--- src/msd_pkg.sv ---
// package for the multi-scheme symbol demapper
// holds sample widths, rotation coefficients, scheme codes and register indexes
// no dependencies
package msd_pkg;

    localparam int SAMPLE_BITS = 16;
    localparam int ROT_BITS = SAMPLE_BITS + 1;
    localparam int THRESH_BITS = 15;
    localparam int CMP_BITS = ((ROT_BITS > THRESH_BITS) ? ROT_BITS : THRESH_BITS) + 2;
    localparam int SYMBOL_BITS = 4;
    localparam int COEF_BITS = 15;
    localparam int FRAC_BITS = 15;
    localparam int CFG_INDEX_BITS = 2;
    localparam int CFG_DATA_BITS = 15;
    localparam int MODE_BITS = 3;

    localparam logic [COEF_BITS-1:0] COS_PI4 = 15'd23170;
    localparam logic [COEF_BITS-1:0] SIN_PI4 = 15'd23170;
    localparam logic [COEF_BITS-1:0] COS_PI8 = 15'd30274;
    localparam logic [COEF_BITS-1:0] SIN_PI8 = 15'd12540;

    typedef enum logic [MODE_BITS-1:0] {
        SCHEME_BPSK  = 3'd0,
        SCHEME_QPSK  = 3'd1,
        SCHEME_QAM4  = 3'd2,
        SCHEME_PSK8  = 3'd3,
        SCHEME_QAM16 = 3'd4,
        SCHEME_PAM4  = 3'd5
    } scheme_t;

    localparam logic [CFG_INDEX_BITS-1:0] CFG_SCHEME_MODE = 2'd0;
    localparam logic [CFG_INDEX_BITS-1:0] CFG_QAM16_THRESHOLD = 2'd1;
    localparam logic [CFG_INDEX_BITS-1:0] CFG_PAM4_THRESHOLD = 2'd2;

    typedef logic signed [SAMPLE_BITS-1:0] sample_t;

    typedef struct packed {
        logic signed [ROT_BITS-1:0] i;
        logic signed [ROT_BITS-1:0] q;
    } rot_pair_t;

endpackage

--- src/msd_rotate.sv ---
// counter-clockwise rotation of one i/q pair by an unsigned q0.15 cosine and sine
// quotients by 2^15 truncate toward zero; depends on msd_pkg
module msd_rotate (
    input  msd_pkg::sample_t                    i_in,
    input  msd_pkg::sample_t                    q_in,
    input  logic [msd_pkg::COEF_BITS-1:0]       cos_coef,
    input  logic [msd_pkg::COEF_BITS-1:0]       sin_coef,
    output msd_pkg::rot_pair_t                  rotated
);
    import msd_pkg::*;

    localparam int PROD_BITS = SAMPLE_BITS + COEF_BITS + 1;
    localparam int SUM_BITS = PROD_BITS + 1;

    logic signed [PROD_BITS-1:0] i_ext;
    logic signed [PROD_BITS-1:0] q_ext;
    logic signed [PROD_BITS-1:0] c_ext;
    logic signed [PROD_BITS-1:0] s_ext;
    logic signed [PROD_BITS-1:0] prod_ic;
    logic signed [PROD_BITS-1:0] prod_qs;
    logic signed [PROD_BITS-1:0] prod_is;
    logic signed [PROD_BITS-1:0] prod_qc;
    logic signed [SUM_BITS-1:0]  sum_i;
    logic signed [SUM_BITS-1:0]  sum_q;
    logic signed [SUM_BITS-1:0]  bias_i;
    logic signed [SUM_BITS-1:0]  bias_q;
    logic signed [SUM_BITS-1:0]  shift_i;
    logic signed [SUM_BITS-1:0]  shift_q;

    localparam logic signed [SUM_BITS-1:0] ROUND_IN = SUM_BITS'((1 << FRAC_BITS) - 1);

    assign i_ext = PROD_BITS'(i_in);
    assign q_ext = PROD_BITS'(q_in);
    assign c_ext = PROD_BITS'(signed'({1'b0, cos_coef}));
    assign s_ext = PROD_BITS'(signed'({1'b0, sin_coef}));

    assign prod_ic = i_ext * c_ext;
    assign prod_qs = q_ext * s_ext;
    assign prod_is = i_ext * s_ext;
    assign prod_qc = q_ext * c_ext;

    assign sum_i = SUM_BITS'(prod_ic) - SUM_BITS'(prod_qs);
    assign sum_q = SUM_BITS'(prod_is) + SUM_BITS'(prod_qc);

    // truncate toward zero
    assign bias_i = sum_i[SUM_BITS-1] ? sum_i + ROUND_IN : sum_i;
    assign bias_q = sum_q[SUM_BITS-1] ? sum_q + ROUND_IN : sum_q;
    assign shift_i = bias_i >>> FRAC_BITS;
    assign shift_q = bias_q >>> FRAC_BITS;

    assign rotated.i = shift_i[ROT_BITS-1:0];
    assign rotated.q = shift_q[ROT_BITS-1:0];

endmodule

--- src/multi_scheme_symbol_demapper_core.sv ---
// multi-scheme hard-decision symbol demapper, top level
// input register, rotation and decision logic, result register
// depends on msd_pkg and msd_rotate
//
// usage:
//   sample channel: sample_valid / sample_stall with in_phase and quadrature.
//   symbol channel: symbol_valid / symbol_stall with symbol.
//   a word moves at a rising edge where valid is high and stall is low.
//   configuration: cfg_write with cfg_index and cfg_data, written only while idle
//     by the user; the block itself does not enforce it. index 0 scheme_mode,
//     1 qam16_level_threshold, 2 pam4_level_threshold.
//   throughput: one sample per cycle while the symbol side does not stall,
//     set by the single decision stage between the input and result registers.
//   reset: both registers empty, all configuration registers zero (bpsk).
//   stall: a stalled symbol holds; an empty input register still takes one more
//     sample, then sample_stall rises until the symbol is taken.
module multi_scheme_symbol_demapper_core (
    input  logic                                clk,
    input  logic                                rst_n,
    input  logic                                sample_valid,
    output logic                                sample_stall,
    input  msd_pkg::sample_t                    in_phase,
    input  msd_pkg::sample_t                    quadrature,
    output logic                                symbol_valid,
    input  logic                                symbol_stall,
    output logic [msd_pkg::SYMBOL_BITS-1:0]     symbol,
    input  logic                                cfg_write,
    input  logic [msd_pkg::CFG_INDEX_BITS-1:0]  cfg_index,
    input  logic [msd_pkg::CFG_DATA_BITS-1:0]   cfg_data
);
    import msd_pkg::*;

    logic [MODE_BITS-1:0]     mode_reg;
    logic [THRESH_BITS-1:0]   qam16_thresh_reg;
    logic [THRESH_BITS-1:0]   pam4_thresh_reg;

    logic                     in_full_reg;
    logic                     in_full_next;
    sample_t                  i_reg;
    sample_t                  q_reg;
    logic                     out_valid_reg;
    logic                     out_valid_next;
    logic [SYMBOL_BITS-1:0]   symbol_reg;
    logic [SYMBOL_BITS-1:0]   symbol_next;

    logic                     accept;
    logic                     advance;

    rot_pair_t                rot4;
    rot_pair_t                rot8;

    logic signed [CMP_BITS-1:0] i_c;
    logic signed [CMP_BITS-1:0] q_c;
    logic signed [CMP_BITS-1:0] r4i_c;
    logic signed [CMP_BITS-1:0] r4q_c;
    logic signed [CMP_BITS-1:0] r8i_c;
    logic signed [CMP_BITS-1:0] r8q_c;
    logic signed [CMP_BITS-1:0] t16_c;
    logic signed [CMP_BITS-1:0] tp_c;
    logic                       diag;

    // configuration
    always_ff @(posedge clk or negedge rst_n)
    begin
        if (!rst_n)
        begin
            mode_reg <= '0;
            qam16_thresh_reg <= '0;
            pam4_thresh_reg <= '0;
        end
        else if (cfg_write)
        begin
            case (cfg_index)
                CFG_SCHEME_MODE:     mode_reg <= cfg_data[MODE_BITS-1:0];
                CFG_QAM16_THRESHOLD: qam16_thresh_reg <= cfg_data[THRESH_BITS-1:0];
                CFG_PAM4_THRESHOLD:  pam4_thresh_reg <= cfg_data[THRESH_BITS-1:0];
                default:             ;
            endcase
        end
    end

    // handshake
    assign advance = in_full_reg && (!out_valid_reg || !symbol_stall);
    assign sample_stall = in_full_reg && out_valid_reg && symbol_stall;
    assign accept = sample_valid && !sample_stall;
    assign in_full_next = accept || (in_full_reg && !advance);
    assign out_valid_next = advance || (out_valid_reg && symbol_stall);

    always_ff @(posedge clk or negedge rst_n)
    begin
        if (!rst_n)
        begin
            in_full_reg <= 1'b0;
            out_valid_reg <= 1'b0;
        end
        else
        begin
            in_full_reg <= in_full_next;
            out_valid_reg <= out_valid_next;
        end
    end

    always_ff @(posedge clk)
    begin
        if (accept)
        begin
            i_reg <= in_phase;
            q_reg <= quadrature;
        end
        if (advance)
        begin
            symbol_reg <= symbol_next;
        end
    end

    msd_rotate u_rot4 (
        .i_in     (i_reg),
        .q_in     (q_reg),
        .cos_coef (COS_PI4),
        .sin_coef (SIN_PI4),
        .rotated  (rot4)
    );

    msd_rotate u_rot8 (
        .i_in     (i_reg),
        .q_in     (q_reg),
        .cos_coef (COS_PI8),
        .sin_coef (SIN_PI8),
        .rotated  (rot8)
    );

    assign i_c = CMP_BITS'(i_reg);
    assign q_c = CMP_BITS'(q_reg);
    assign r4i_c = CMP_BITS'(rot4.i);
    assign r4q_c = CMP_BITS'(rot4.q);
    assign r8i_c = CMP_BITS'(rot8.i);
    assign r8q_c = CMP_BITS'(rot8.q);
    assign t16_c = CMP_BITS'(signed'({1'b0, qam16_thresh_reg}));
    assign tp_c = CMP_BITS'(signed'({1'b0, pam4_thresh_reg}));

    assign diag = ((r8q_c > r8i_c) && (-r8i_c > r8q_c))
               || ((r8q_c > -r8i_c) && (r8i_c > r8q_c));

    // decision
    always_comb
    begin
        symbol_next = '0;
        case (mode_reg)
            SCHEME_BPSK:
                symbol_next = {3'b000, (i_c > 0)};
            SCHEME_QPSK:
                symbol_next = {2'b00, (r4i_c <= 0), (r4q_c <= 0)};
            SCHEME_QAM4:
                symbol_next = {2'b00, (i_c <= 0), (q_c <= 0)};
            SCHEME_PSK8:
                symbol_next = {1'b0, (r8i_c <= 0), (r8q_c <= 0), !diag};
            SCHEME_QAM16:
                symbol_next = {(i_c > 0),
                               ((i_c <= t16_c) && (i_c >= -t16_c)),
                               (q_c <= 0),
                               ((q_c <= t16_c) && (q_c >= -t16_c))};
            SCHEME_PAM4:
                if (i_c > 0)
                    symbol_next = {3'b000, (i_c <= tp_c)};
                else
                    symbol_next = {2'b00, 1'b1, (i_c >= -tp_c)};
            default:
                symbol_next = '0;
        endcase
    end

    assign symbol_valid = out_valid_reg;
    assign symbol = symbol_reg;

endmodule

--- config.mk ---
export PLATFORM = sky130hd
export DESIGN_NAME = multi_scheme_symbol_demapper_core
export DESIGN_NICKNAME = d
export VERILOG_FILES = /design/src/msd_pkg.sv /design/src/msd_rotate.sv /design/src/multi_scheme_symbol_demapper_core.sv
export SDC_FILE = /design/constraint.sdc
export NUM_CORES = 2
export LEC_CHECK = 0
export BUFFER_PORTS_ARGS = -buffer_cell sky130_fd_sc_hd__buf_2
export CORE_AREA = 2 2 535 537
export CTS_CLUSTER_SIZE = 20
export DETAILED_ROUTE_END_ITERATION = 10
export DIE_AREA = 0 0 537 539
export GPL_TIMING_DRIVEN = 0
export PLACE_DENSITY = 0.42
export SYNTH_ARGS = -nofsm -noshare
export SYNTH_HDL_FRONTEND = slang
export SYNTH_HIERARCHICAL = 1
export SYNTH_SLANG_ARGS = --single-unit
--- constraint.sdc ---
create_clock -name clk -period 13.3 [get_ports clk]
set_clock_uncertainty 0.2 [all_clocks]
set_input_delay 1.995 -clock clk [delete_from_list [all_inputs] [get_ports clk]]
set_output_delay 1.995 -clock clk [all_outputs]
set_load 0.01 [all_outputs]
# == Word-level counts from Yosys, hierarchy flattened ==
# Cells that the tools add are included.
# Widths: inputs -> output; s select.
# totals
word_cells,79
output_inout_bits,6
romBits,0
latch_bits,0
n_memories,0
ff_bits,71
mem_bits_rw,0
in_bits,54
# classes
addsub,11
n_bitwise,0
div_mod_pow,0
n_lt_le_gt_ge,17
eq_ne,7
n_reduce_logical,24
n_mux,6
shift,0
mul,6
# ops
op,n
$add 32x16->32 const B,4
$mux 32,4
$mul 16x15->31 const B,4
$le 17x1->1 const B,4
$mul 16x13->29 const B,2
$ge 16x19->1,3
$le 16x16->1,3
$neg 15->19,2
$gt 17x17->1,2
$add 31x32->33,1
$add 32x32->33,1
$sub 32x31->33,1
$sub 32x32->33,1
$le 16x1->1 const B,2
$pmux 4 s6,1
$gt 17x19->1,1
$gt 19x17->1,1
$neg 17->19,1
$gt 16x1->1 const B,1
$logic_and 1x1->1,10
$eq 3x2->1 const B,2
$eq 3x3->1 const B,2
$reduce_and 2->1,3
$logic_not 1->1,5
other kinds (7),10

# == Longest topological paths before layout ==
# logic_depth
word_depth,10
ltp_mapped,44
mapped_depth_nobuf,42

# == Hierarchy ==
# Netlist, hierarchy kept.
# modules_own_cells
mod,area_each_um2,instances,seq_area_each_um2,cells_each
msd_rotate at u_rot8,39063.7,1,0.0,4223
msd_rotate at u_rot4,39051.2,1,0.0,4247
multi_scheme_symbol_demapper_core,6673.9,1,1956.9,697

# == Worst setup path after synthesis ==
# OpenSTA, ideal clock, no wires.
# synth_timing
kind,flip-flop to flip-flop
startpoint,reg q_reg[15]
endpoint,reg symbol_reg[0] (netlist: symbol[0]) (data pin)
required_ns,12.828
arrival_ns,10.609
synth_period_minus_slack_ns,11.081
path_buffers,3
stages_incl_launch_ff,38
path_slack_ns,2.219
setup_time_ns,0.272
path_cell_list,edfxtp_1 -> clkbuf_1 -> clkbuf_1 -> nand2_1 -> fa_1 -> fa_1 -> inv_1 -> fa_1 -> inv_1 -> fa_1 -> fa_1 -> fa_1 -> fa_1 -> fa_1 -> ha_1 -> and2_1 -> and3_1 -> a211oi_1 -> [... 2 more ...] -> xnor2_1 -> or3_1 -> clkbuf_1 -> nor3_1 -> nand2_1 -> xnor2_1 -> nor4_1 -> nand2_1 -> or3_1 -> xnor2_1 -> ha_1 -> o21ai_0 -> o21bai_1 -> a21oi_1 -> o21ai_2 -> a2111oi_2 -> a2111oi_0 -> or4_1
# synth_rtl
element,line,source
start: declaration,multi_scheme_symbol_demapper_core.sv:40,sample_t q_reg;
start signal: assignment,multi_scheme_symbol_demapper_core.sv:108,q_reg <= quadrature;
end signal: assignment,multi_scheme_symbol_demapper_core.sv:112,symbol_reg <= symbol_next;
end: declaration,multi_scheme_symbol_demapper_core.sv:43,logic [SYMBOL_BITS-1:0] symbol_reg;

==> run summary <==
Status -> finished, final reports clean
Number of flops mapped to enable cells by yosys -> 36
Commonest non-fill, non-tap cell in the layout -> inv_1
Htree depth -> 3
Clock transition at path regs -> 80 ps
Slew margin rel. -> 3.99%
Crit path time final -> 12,820 ps
Ranking of synthesized cells by area -> fa_1 (52%), inv_1 (11%), ha_1 (10%)
Nets -> 12,500
Vias in the first global route -> 67,300
Syn_area_per_cell -> 9.25 µm²
WL per Instance -> 23.9 µm
Register area -> 1960 µm²
Hold WC Path Type -> register to register
Worst-path fanout max -> 10
Area Overhead vs Synth -> 8.98%
Clk_lat worst skew -> 460 ps
Required time worst endpoint -> 13,280 ps
Max_cap viols -> 0
Antenna-violating nets left -> 0
Worst-Margin Slew -> 1440 ps
Max incr delay on CP -> 770 ps
Highest-count cells in the layout ignoring fill and taps -> inv_1 (2,482), fa_1 (2,188), and2_1 (1,174)
CP Capture Type -> register
First-pass GRT wire length -> 475,000 µm
CTS sink count -> 71
Top cell type's share of synthesized area -> 51.7%
Area of the multi-input gates -> 73,200 µm²
DRT iter0 DRCs -> 5,150
Fraction of layout cells with a size suffix above 1 -> 3.43%
Die Width -> 537 µm
Ys Warns -> 6
Maximum clock path buffer count -> 2
Core area -> 284,000 µm²
Sequential share of the synthesized area -> 2.31%
CTS tree -> yes
Mapped Area -> 84,800 µm²
Final Hold Viols -> 0
Grt total ovfl -> 0
Fin crit share -> 96.4%
Via count -> 62,600
Die ar. -> 289,000 µm²
PnR worst setup slack -> 485 ps
Initial Util -> 29.9%
Mapped Cells -> 9,167
Worst path bufs/invs -> 7
DP Worst Slack -> -2340 ps
Total Wirelength -> 320,000 µm
Yosys reg bits -> 71
Most frequent CP cell -> fa_1
Gp weighted congestion -> 0.946
CP max-delay cell -> fa_2
# DRC -> 0
Num rows -> 196
Die H -> 539 µm
# port buffers -> 59
1st-pass router iterations -> 6
Total GRT Usage -> 22.9%
Synth Flop Type -> edfxtp_1
CP Class -> register to register
Delay-heaviest family, CP -> adder cells
Nature of the critical path startpoint -> register
Hpwl dp -> 262,000 µm
Max Slew Vio Count -> 0
# fillers -> 30,100
Synth async-reset ratio -> 49.3%
WP data arrival -> 12,790 ps
# setup viols final -> 0
F_max -> 78.0 MHz
Num ports -> 60
Initial antenna violation count -> 55
CTS Root Cell -> clkbuf_16
Synth cell types -> 105
Total CTS buffers -> 9
Area leader, netlist -> fa_1
Pin count of the biggest net entering global routing -> 36
Via density -> 4.67
synthesized netlist by cell type (all sizes together), types with 9 or more instances:
cell type,count
nor2b,16
nor4,47
nand3,56
a21oi,153
o211ai,21
a21boi,12
a2111oi,11
nand3b,12
mux2,33
nand2b,29
buf,11
o21a,20
nor3,60
o21ai,67
inv,2483
clkbuf,394
nand2,888
or3,13
a31oi,29
fa,2190
xor2,60
a211oi,31
o21bai,21
o31ai,11
and2,1176
ha,691
nand4,54
or2,11
and3,20
dfrtp,35
edfxtp,36
nor2,112
and4,9
a21o,67
xnor2,177
routing by layer:
layer	routed length [µm]	part of all wire (%)	global-route usage, %
met4	8020	2.5	5.22
met1	147000	46	34.1
met2	142000	44	34.8
met3	24000	7.5	3.23
met5	19	0.0059	0
kinds of logic after synthesis:
logic type                 after synthesis  share of synthesized area (%)
AOI/OAI and AO/OA                      519                           4.18
xor gates and xnor gates               238                           2.49
adders and majority gates             2881                           61.9
buffers and inverters                 2888                           12.8
DFF                                     71                           2.31
muxes                                   38                          0.497
other                                    2                        0.00886
and+or+nand+nor                       2530                           15.8
worst reg2reg max path, delay by kind of cell (launching register included):
family,cells,cell delay [ps]
AO/OA/AOI/OAI,11,2110
XOR/XNOR,3,720
adder cells (fa/ha/maj),10,5100
buffers and inverters,7,1510
flip-flops,1,340
AND/OR/NAND/NOR,8,2580
per-stage QoR:
step           TNS, ps  utilization (%)  cell area [µm²]  std cells  hold WS [ps]
2_1_floorplan        0                -            85900       9465           243
3_3_place_gp     -3050             32.0            90900      13300           262
6_report             0             32.5            92400      13400           293
3_5_place_dp     -3060             32.0            91000      13300           277
4_1_cts              0             32.5            92200      13400           297
5_1_grt          -19.5             32.5            92300      13400           329
final timing paths:
kind | cells past startpoint | slack, ps | endpoint | startpoint
worst max-delay path | 39 | 480 | symbol[0] | q_reg[15]
worst min-delay path | 1 | 290 | symbol_valid | in_full_reg
worst max register to register | 39 | 480 | symbol[0] | q_reg[15]
worst min register to register | 1 | 290 | symbol_valid | in_full_reg
max in group asynchronous | 1 | 10980 | in_full_reg | rst_n
min in group asynchronous | 1 | 1420 | pam4_thresh_reg[2] | rst_n
what timing repair did:
action / in CTS / in global routing
hold buffers: 0 / 0
setup endpoints to repair: 2 / 1
gates resized for setup: 40 / 75
pin swaps: 2 / 0
setup buffers: 79 / 2
area by class of cell:
type | count | area share, %
multi-input cells | 6506 | 79.2
inverters | 2483 | 10.1
well taps | 3762 | 5.09
flip-flops and latches | 71 | 2.12
plain buffers | 396 | 1.74
repair buffers | 144 | 1.34
clock buffers | 9 | 0.244
diodes | 33 | 0.0894
clock inverters | 7 | 0.0772
Power is not shown: default switching activity piles up to over one toggle a cycle in this logic, so the estimate is an artifact.
